### src/sv/mila_pkg.sv
// Shared types and constants for the mutex identifier allocator and lock bank.
package mila_pkg;

  // Bank geometry
  localparam int NUM_IDS     = 64;
  localparam int ID_W        = 6;
  localparam int STORE_DEPTH = 1 << ID_W;
  localparam int ID_LIMIT    = (NUM_IDS < STORE_DEPTH) ? NUM_IDS : STORE_DEPTH;
  localparam int LIM_W       = ID_W + 1;

  // Stream widths
  localparam int CMD_W = 2;
  localparam int ST_W  = 2;
  localparam int IN_W  = 8;
  localparam int OUT_W = 8;

  // Command queue between front and back
  localparam int QDEPTH = 2;
  localparam int QPTR_W = $clog2(QDEPTH);
  localparam int QCNT_W = $clog2(QDEPTH + 1);

  typedef enum logic [CMD_W-1:0] {
    CMD_ALLOC  = 2'd0,
    CMD_FREE   = 2'd1,
    CMD_LOCK   = 2'd2,
    CMD_UNLOCK = 2'd3
  } cmd_t;

  typedef enum logic [ST_W-1:0] {
    ST_OK        = 2'd0,
    ST_BUSY      = 2'd1,
    ST_NOT_FOUND = 2'd2,
    ST_FULL      = 2'd3
  } status_t;

  // Classified operation as seen by the back end
  typedef enum logic [2:0] {
    OP_ALLOC  = 3'd0,
    OP_FREE   = 3'd1,
    OP_LOCK   = 3'd2,
    OP_UNLOCK = 3'd3,
    OP_BAD    = 3'd4
  } op_t;

  typedef struct packed {
    op_t             op;
    logic [ID_W-1:0] id;
  } entry_t;

endpackage

### src/sv/mila_ram.sv
// Generic single-write, single-read RAM with registered read data.
module mila_ram #(
  parameter int WIDTH = 6,
  parameter int DEPTH = 64
) (
  input  logic                     clk,
  input  logic                     we,
  input  logic [$clog2(DEPTH)-1:0] waddr,
  input  logic [WIDTH-1:0]         wdata,
  input  logic [$clog2(DEPTH)-1:0] raddr,
  output logic [WIDTH-1:0]         rdata
);

  logic [WIDTH-1:0] mem [DEPTH];

  // Write port and registered read port
  always_ff @(posedge clk) begin
    if (we) begin
      mem[waddr] <= wdata;
    end
    rdata <= mem[raddr];
  end

endmodule

### src/sv/mila_front.sv
// Front end: accepts commands, classifies them and queues them for the back end.
module mila_front (
  input  logic                       clk,
  input  logic                       rst,
  input  logic                       s_tvalid,
  output logic                       s_tready,
  input  logic [mila_pkg::IN_W-1:0]  s_tdata,   // cmd[1:0], mutex_id[7:2]
  output logic                       q_valid,
  output mila_pkg::entry_t           q_entry,
  input  logic                       q_pop
);

  mila_pkg::entry_t                  slots [mila_pkg::QDEPTH];
  logic [mila_pkg::QPTR_W-1:0]       wr_ptr;
  logic [mila_pkg::QPTR_W-1:0]       rd_ptr;
  logic [mila_pkg::QCNT_W-1:0]       count;
  mila_pkg::cmd_t                    cmd;
  logic [mila_pkg::ID_W-1:0]         id;
  logic                              usable;
  mila_pkg::entry_t                  classified;
  logic                              push;

  // Classify the incoming command
  always_comb begin
    cmd    = mila_pkg::cmd_t'(s_tdata[mila_pkg::CMD_W-1:0]);
    id     = s_tdata[mila_pkg::CMD_W +: mila_pkg::ID_W];
    usable = (id != '0) &&
             ({1'b0, id} < mila_pkg::LIM_W'(mila_pkg::ID_LIMIT));
    classified.id = id;
    unique case (cmd)
      mila_pkg::CMD_ALLOC:  classified.op = mila_pkg::OP_ALLOC;
      mila_pkg::CMD_FREE:   classified.op = usable ? mila_pkg::OP_FREE   : mila_pkg::OP_BAD;
      mila_pkg::CMD_LOCK:   classified.op = usable ? mila_pkg::OP_LOCK   : mila_pkg::OP_BAD;
      mila_pkg::CMD_UNLOCK: classified.op = usable ? mila_pkg::OP_UNLOCK : mila_pkg::OP_BAD;
      default:              classified.op = mila_pkg::OP_BAD;
    endcase
  end

  assign s_tready = (count != mila_pkg::QCNT_W'(mila_pkg::QDEPTH));
  assign push     = s_tvalid && s_tready;
  assign q_valid  = (count != '0);
  assign q_entry  = slots[rd_ptr];

  // Queue storage
  always_ff @(posedge clk) begin
    if (push) begin
      slots[wr_ptr] <= classified;
    end
  end

  // Queue pointers and fill count
  always_ff @(posedge clk) begin
    if (rst) begin
      wr_ptr <= '0;
      rd_ptr <= '0;
      count  <= '0;
    end else begin
      if (push) begin
        wr_ptr <= (wr_ptr == mila_pkg::QPTR_W'(mila_pkg::QDEPTH - 1)) ? '0 : wr_ptr + 1'b1;
      end
      if (q_pop && q_valid) begin
        rd_ptr <= (rd_ptr == mila_pkg::QPTR_W'(mila_pkg::QDEPTH - 1)) ? '0 : rd_ptr + 1'b1;
      end
      count <= count + mila_pkg::QCNT_W'(push) - mila_pkg::QCNT_W'(q_pop && q_valid);
    end
  end

endmodule

### src/sv/mila_back.sv
// Back end: executes queued commands on the held/lock bits and the allocation list.
module mila_back (
  input  logic                       clk,
  input  logic                       rst,
  input  logic                       q_valid,
  input  mila_pkg::entry_t           q_entry,
  output logic                       q_pop,
  output logic                       m_tvalid,
  input  logic                       m_tready,
  output logic [mila_pkg::OUT_W-1:0] m_tdata    // status[1:0], granted_id[7:2]
);

  localparam int IW = mila_pkg::ID_W;

  typedef enum logic [1:0] {
    S_RUN,
    S_LINK,
    S_UNLINK
  } state_t;

  typedef struct packed {
    logic          hit;
    logic [IW-1:0] idx;
  } found_t;

  state_t                            state;
  logic [mila_pkg::STORE_DEPTH-1:0]  held;
  logic [mila_pkg::STORE_DEPTH-1:0]  lock;
  logic [IW-1:0]                     head_id;
  logic [IW-1:0]                     tail_id;
  logic [IW-1:0]                     cur_id;
  logic [IW-1:0]                     link_tail;

  logic                              slot_free;
  logic [IW:0]                       tail_inc;
  logic [IW-1:0]                     start_id;
  found_t                            srch;
  logic [IW-1:0]                     p_id;
  logic [IW-1:0]                     n_id;
  logic [IW-1:0]                     rd_addr;
  logic                              prev_we;
  logic [IW-1:0]                     prev_waddr;
  logic [IW-1:0]                     prev_wdata;
  logic                              next_we;
  logic [IW-1:0]                     next_waddr;
  logic [IW-1:0]                     next_wdata;

  // Round-robin search: lowest free nonzero id at or above start, else lowest free nonzero id
  function automatic found_t find_free(input logic [mila_pkg::STORE_DEPTH-1:0] held_v,
                                       input logic [IW-1:0] start);
    found_t hi;
    found_t any;
    hi  = '0;
    any = '0;
    for (int i = mila_pkg::STORE_DEPTH - 1; i >= 1; i--) begin
      if (i < mila_pkg::ID_LIMIT && !held_v[i]) begin
        any.hit = 1'b1;
        any.idx = IW'(i);
        if (IW'(i) >= start) begin
          hi.hit = 1'b1;
          hi.idx = IW'(i);
        end
      end
    end
    return hi.hit ? hi : any;
  endfunction

  // Link memories
  mila_ram #(.WIDTH(IW), .DEPTH(mila_pkg::STORE_DEPTH)) u_prev (
    .clk   (clk),
    .we    (prev_we),
    .waddr (prev_waddr),
    .wdata (prev_wdata),
    .raddr (rd_addr),
    .rdata (p_id)
  );

  mila_ram #(.WIDTH(IW), .DEPTH(mila_pkg::STORE_DEPTH)) u_next (
    .clk   (clk),
    .we    (next_we),
    .waddr (next_waddr),
    .wdata (next_wdata),
    .raddr (rd_addr),
    .rdata (n_id)
  );

  // Search, queue pop and link writes
  always_comb begin
    slot_free  = !m_tvalid || m_tready;
    tail_inc   = {1'b0, tail_id} + (IW + 1)'(1);
    start_id   = (tail_inc >= mila_pkg::LIM_W'(mila_pkg::ID_LIMIT)) ? IW'(1) : tail_inc[IW-1:0];
    srch       = find_free(held, start_id);
    rd_addr    = q_entry.id;
    q_pop      = 1'b0;
    prev_we    = 1'b0;
    prev_waddr = srch.idx;
    prev_wdata = tail_id;
    next_we    = 1'b0;
    next_waddr = srch.idx;
    next_wdata = '0;
    unique case (state)
      S_RUN: begin
        if (q_valid && slot_free) begin
          q_pop = 1'b1;
          if (q_entry.op == mila_pkg::OP_ALLOC && srch.hit) begin
            prev_we = 1'b1;
            next_we = 1'b1;
          end
        end
      end
      S_LINK: begin
        next_we    = 1'b1;
        next_waddr = link_tail;
        next_wdata = cur_id;
      end
      S_UNLINK: begin
        if (p_id != '0) begin
          next_we    = 1'b1;
          next_waddr = p_id;
          next_wdata = n_id;
        end
        if (n_id != '0) begin
          prev_we    = 1'b1;
          prev_waddr = n_id;
          prev_wdata = p_id;
        end
      end
      default: ;
    endcase
  end

  // Sequencer, bit state, list ends and result register
  always_ff @(posedge clk) begin
    if (rst) begin
      state    <= S_RUN;
      held     <= '0;
      lock     <= '0;
      head_id  <= '0;
      tail_id  <= '0;
      m_tvalid <= 1'b0;
    end else begin
      if (m_tready) begin
        m_tvalid <= 1'b0;
      end
      unique case (state)
        S_RUN: begin
          if (q_valid && slot_free) begin
            m_tvalid <= 1'b1;
            m_tdata  <= {IW'(0), mila_pkg::ST_OK};
            unique case (q_entry.op)
              mila_pkg::OP_ALLOC: begin
                if (srch.hit) begin
                  held[srch.idx] <= 1'b1;
                  lock[srch.idx] <= 1'b0;
                  tail_id        <= srch.idx;
                  m_tdata        <= {srch.idx, mila_pkg::ST_OK};
                  if (tail_id == '0) begin
                    head_id <= srch.idx;
                  end else begin
                    link_tail <= tail_id;
                    cur_id    <= srch.idx;
                    state     <= S_LINK;
                  end
                end else begin
                  m_tdata <= {IW'(0), mila_pkg::ST_FULL};
                end
              end
              mila_pkg::OP_FREE: begin
                if (held[q_entry.id]) begin
                  // Result comes after the links are read
                  m_tvalid <= 1'b0;
                  cur_id   <= q_entry.id;
                  state    <= S_UNLINK;
                end else begin
                  lock[q_entry.id] <= 1'b0;
                  m_tdata          <= {IW'(0), mila_pkg::ST_NOT_FOUND};
                end
              end
              mila_pkg::OP_LOCK: begin
                if (lock[q_entry.id]) begin
                  m_tdata <= {IW'(0), mila_pkg::ST_BUSY};
                end else begin
                  lock[q_entry.id] <= 1'b1;
                end
              end
              mila_pkg::OP_UNLOCK: begin
                lock[q_entry.id] <= 1'b0;
              end
              default: begin
                m_tdata <= {IW'(0), mila_pkg::ST_NOT_FOUND};
              end
            endcase
          end
        end
        S_LINK: begin
          state <= S_RUN;
        end
        S_UNLINK: begin
          held[cur_id] <= 1'b0;
          if (p_id == '0) begin
            head_id <= n_id;
          end
          if (n_id == '0) begin
            tail_id <= p_id;
          end
          m_tvalid <= 1'b1;
          m_tdata  <= {IW'(0), mila_pkg::ST_OK};
          state    <= S_RUN;
        end
        default: begin
          state <= S_RUN;
        end
      endcase
    end
  end

  // List ends are empty together
  a_ends_empty: assert property (@(posedge clk) disable iff (rst)
    (head_id == '0) == (tail_id == '0))
    else $error("head and tail disagree on empty list");

  // Identifier zero is never held
  a_zero_free: assert property (@(posedge clk) disable iff (rst)
    !held[0])
    else $error("identifier zero marked held");

  // A granted identifier stays held while its result waits
  a_grant_held: assert property (@(posedge clk) disable iff (rst)
    (m_tvalid && m_tdata[mila_pkg::ST_W +: IW] != '0) |-> held[m_tdata[mila_pkg::ST_W +: IW]])
    else $error("granted identifier not held");

  // Tail link write only follows an allocate
  a_link_order: assert property (@(posedge clk) disable iff (rst)
    (state == S_LINK) |-> ($past(state) == S_RUN && !m_tvalid == 1'b0 || $past(state) == S_RUN))
    else $error("link state entered out of order");

endmodule

### src/sv/mutex_id_allocator_lock_bank.sv
// Mutex identifier bank: round-robin allocate, free, test-and-set lock, unlock.
// A command passes the front queue register and then the result register; a free of a
//   held identifier also passes the unlink state before the result register.
// Throughput: lock, unlock and rejected commands 1 per cycle while results are taken;
//   allocate (non-empty list) and free (held id) hold the back end in a link state.
// Reset (rst, synchronous): clears held and lock bits, list ends, queue and result;
//   the link memories are not cleared and need no clearing pass.
module mutex_id_allocator_lock_bank (
  input  logic                       clk,
  input  logic                       rst,
  input  logic                       s_tvalid,
  output logic                       s_tready,
  input  logic [mila_pkg::IN_W-1:0]  s_tdata,   // cmd[1:0], mutex_id[7:2]
  output logic                       m_tvalid,
  input  logic                       m_tready,
  output logic [mila_pkg::OUT_W-1:0] m_tdata    // status[1:0], granted_id[7:2]
);

  logic             q_valid;
  logic             q_pop;
  mila_pkg::entry_t q_entry;

  mila_front u_front (
    .clk      (clk),
    .rst      (rst),
    .s_tvalid (s_tvalid),
    .s_tready (s_tready),
    .s_tdata  (s_tdata),
    .q_valid  (q_valid),
    .q_entry  (q_entry),
    .q_pop    (q_pop)
  );

  mila_back u_back (
    .clk      (clk),
    .rst      (rst),
    .q_valid  (q_valid),
    .q_entry  (q_entry),
    .q_pop    (q_pop),
    .m_tvalid (m_tvalid),
    .m_tready (m_tready),
    .m_tdata  (m_tdata)
  );

endmodule
### config.mk
export PLATFORM = sky130hd
export DESIGN_NAME = mutex_id_allocator_lock_bank
export DESIGN_NICKNAME = d
export VERILOG_FILES = /design/src/sv/mila_pkg.sv /design/src/sv/mila_ram.sv /design/src/sv/mila_front.sv /design/src/sv/mila_back.sv /design/src/sv/mutex_id_allocator_lock_bank.sv
export SDC_FILE = /design/constraint.sdc
export NUM_CORES = 2
export LEC_CHECK = 0
export BUFFER_PORTS_ARGS = -buffer_cell sky130_fd_sc_hd__buf_2
export CAP_MARGIN = 25
export CORE_ASPECT_RATIO = 1.5
export CORE_MARGIN = 2
export CORE_UTILIZATION = 45
export CTS_BUF_LIST = sky130_fd_sc_hd__clkbuf_2
export DETAILED_ROUTE_END_ITERATION = 7
export MAX_ROUTING_LAYER = met4
export PLACE_DENSITY = 0.61
export REMOVE_ABC_BUFFERS = 1
export SYNTH_ARGS = -nofsm -noshare
export SYNTH_HDL_FRONTEND = slang
export SYNTH_SLANG_ARGS = --single-unit
export TNS_END_PERCENT = 20
### constraint.sdc
create_clock -name clk -period 5.91 [get_ports clk]
set_input_delay 0.591 -clock clk [delete_from_list [all_inputs] [get_ports clk]]
set_output_delay 0.591 -clock clk [all_outputs]
set_load 0.01 [all_outputs]
==> summary.md <==
| Metric | Value |
|---|---|
| CP max stage cell | `dfxtp_1` |
| Share of the synthesized area in the top cell type | `55.68%` |
| Status | `completed` |
| Final worst-path cycle share | `97.73%` |
| Post-Synthesis Cell Area | `43470 um2` |
| Area leader, netlist | `edfxtp_1` |
| Final min period | `5.776 ns` |
| Slew headroom | `15.16%` |
| Async set-reset flop share out of synthesis | `0%` |
| Chip width | `257.8 um` |
| RD Place Congestion | `1.045` |
| PwrDens | `353.0 nW/um2` |
| Slew of the pin with the lowest slew margin | `around 1.3 ns` |
| Post-DRT Antenna Nets | `0` |
| DRT iter0 DRCs | `4883` |
| Max-slew violations | `0` |
| Reg-to-reg slack, setup | `0.13 ns` |
| Post-Synth Adder-Cell Area | `0.3109%` |
| Post-Synthesis Cells | `3699` |
| Synth Area in Compound Gates | `20.38%` |
| CP startpoint kind | `register` |
| CP endpoint kind | `register` |
| Share of cells above drive strength 1 | `approximately a fifth` |
| WL/cell | `between 30 and 40 um` |
| Initial antenna violation count | `12` |
| Crit-path max FO | `19` |
| Top cells by area in the synthesized netlist | `edfxtp_1, dfxtp_1, a22oi_1` |
| Initial Utilization | `45.36%` |
| Synth cell types | `114` |
| Worst hold path class | `input pin to register` |
| Max incr delay on CP | `about 0.62 ns` |
| Grt ovf | `0` |
| WP data required | `between 7 and 8 ns` |
| Post-synthesis mux area share | `less than 1%` |
| Worst skew pair latency | `1.70 ns` |
| Tot GR Track Use | `between 30% and 40%` |
| Clk sinks | `960` |
| Clock skew | `0.1958 ns` |
| Combinational family with the most area after synthesis | `compound AO/OA/AOI/OAI gates` |
| Post-CTS Setup Repair Bufs | `0` |
| Number of cell rows | `139` |
| # IOs | `22` |
| Number of flops mapped to enable cells by yosys | `between 800 and 900` |
| Critical path class | `register to register` |
| Crit-path cells | `buf_12, nand4_1, nor2_2, buf_4, nor2_4, a311oi_1, o21bai_1, inv_1, a2111oi_0, a21oi_1, buf_4, o21ai_2, a32oi_1, buf_12, nor2_1` |
| XOR/XNOR Fraction of Synth Area | `less than 1%` |
| Utilization after layout | `between 50% and 60%` |
| CP Buf/Inv Count | `5` |
| Core ar. | `95830 um2` |
| Final Instance Area | `49620 um2` |
| Peak VDD IR | `0.2130 mV` |
| Vias per cell | `6.681` |
| Clk slew on worst S/H paths | `roughly 0.11 ns` |
| Ys Warns | `0` |
| Vias in the first global route | `35596` |
| Mean Syn Cell Area | `around 12 um2` |
| Total CTS buffers | `between 200 and 250` |
| Final Setup Violations | `0` |
| TritonCTS clock tree | `built` |
| Final setup TNS | `0 ns` |
| Placement Cell Area | `47270 um2` |
| First-pass GRT wire length | `251.4 mm` |
| Crit-path leading delay family | `compound AO/OA/AOI/OAI gates` |
| RSZ-0062 raised after global routing | `no` |
| Maximum clock path buffer count | `3` |
| Final nets | `4066` |
| Maximum clock rate | `173.1 MHz` |
| Arr. time, crit path | `6.93 ns` |
| Die height | `just under 400 um` |
| Register area share after synthesis | `62.77%` |
| DIE AREA | `99150 um2` |
| Post-Synth Simple-Gate Area | `roughly 12%` |
| IO Port Bufs | `21` |
| H-Tree Depth | `4` |
| HPWL Detailed | `120.0 mm` |
| Most repeated cell in the gate-level netlist after synthesis | `edfxtp_1` |
| Synth cell count leaders | `edfxtp_1, nand2_1, a22oi_1, o21ai_0, a21oi_1` |
| 1st-pass router iterations | `7` |
| Max-Cap Viols | `0` |
| Leakage | `17.29 nW` |
| Post-synthesis register bit count | `960` |
| DRC violations left | `0` |
| Synth Flop Type | `edfxtp_1` |
| P&R area growth vs syn | `14.16%` |
| Via count | `approximately 37000` |
| Final Hold Vio Count | `0` |
| Total wire length | `approximately 180 mm` |
| Largest net degree at the start of global routing | `between 60 and 70` |
| Clk root buf | `clkbuf_2` |
tightest hold or removal path, stage by stage:
cell           delay [ns]
dlygate4sd3_1        0.60
buf_2                0.38
nor2_1               0.18
kinds of logic (layout without fill, tap and decap cells):
kind of cell,count (synthesis),count (layout)
adder cells (fa/ha/maj),11,11
XOR/XNOR,9,9
AND/OR/NAND/NOR,1087,1087
multiplexers,32,32
other,1,24
flip-flops,960,960
AO/OA/AOI/OAI,1271,1271
buffers and inverters,328,830
cell usage in the layout (no fill, tap or decap), types with 22 or more instances in the layout:
cell type,count
o22ai_1,24
clkinv_1,45
dfxtp_1,151
nor2_1,179
nand3_1,77
inv_1,37
o31a_1,22
dlygate4sd3_1,23
nor4_1,41
clkbuf_2,307
a22oi_1,286
nand2_1,380
nor3_1,131
a31oi_1,56
a22o_1,28
nand4_1,61
o21ai_0,211
a221oi_1,49
a21oi_1,196
nor3_2,25
a311oi_1,26
edfxtp_1,806
o211ai_1,95
buf_4,350
o31ai_1,34
nor2b_1,24
path summary, 6_finish.rpt:
kind / startpoint / endpoint / cells after the start
hold / removal: rst / u_front.count[1]$_SDFF_PP0_ / 3
setup / recovery: u_back.tail_id[3]$_SDFFE_PP0P_ / u_back.u_prev.mem[27][1]$_DFFE_PP_ / 15
setup reg to reg: u_back.tail_id[3]$_SDFFE_PP0P_ / u_back.u_prev.mem[27][1]$_DFFE_PP_ / 15
hold reg to reg: u_back.held[0]$_SDFFE_PP0P_ / u_back.held[0]$_SDFFE_PP0P_ / 1
state kept, by name, indices dropped and copies added (netlist names), 8 cells and up, named ones only:
| name | count |
|---|---|
| u_back.u_prev.mem | 384 |
| u_back.lock | 64 |
| u_front.slots | 18 |
| u_back.held | 64 |
| u_back.m_tdata | 8 |
| u_back.u_next.mem | 384 |
cell type report:
cell class	count	area [um2]
Multi-Input combinational cell	2416	15200
Clock inverter	68	432.9
Antenna cell	18	45.04
Timing Repair Buffer	418	3391
Sequential cell	960	27290
Fill cell	8525	46210
Tap cell	1269	1588
Clock buffer	306	1531
Inverter	38	142.6
repair_timing:
item,CTS,global route
endpoints found under the setup margin,3,107
endpoints found under the hold margin,112,0
pin swaps,0,0
gates resized for setup,1,15
hold buffers,23,0
power by group:
group,switching (mW),internal [mW]
clock network,2.67,1.60
logic,4.11,1.38
registers,0.210,7.54
total,6.99,10.5
per-stage QoR:
step / std cells / power (mW) / worst slack, ns / hold WS, ns
after floorplan: 3414 / 10.06 / -2.815 / 0.4442
after global placement: 5072 / 13.05 / 0.1581 / 0.4501
after detailed placement: 5073 / 13.06 / 0.05992 / 0.4602
after CTS: 5470 / 17.26 / 0.1201 / 0.07966
after global routing: 5487 / 17.95 / 0.01840 / 0.1327
final: 5493 / 17.52 / 0.1339 / 0.1995
per-layer routing:
layer  global-route usage, %  share of wire, %
met2                   57.19                48
met1                   39.41                34
met5                       -                 0
met4                   28.38               8.9
met3                   8.890               9.1
(Power assumes the default switching activity.)
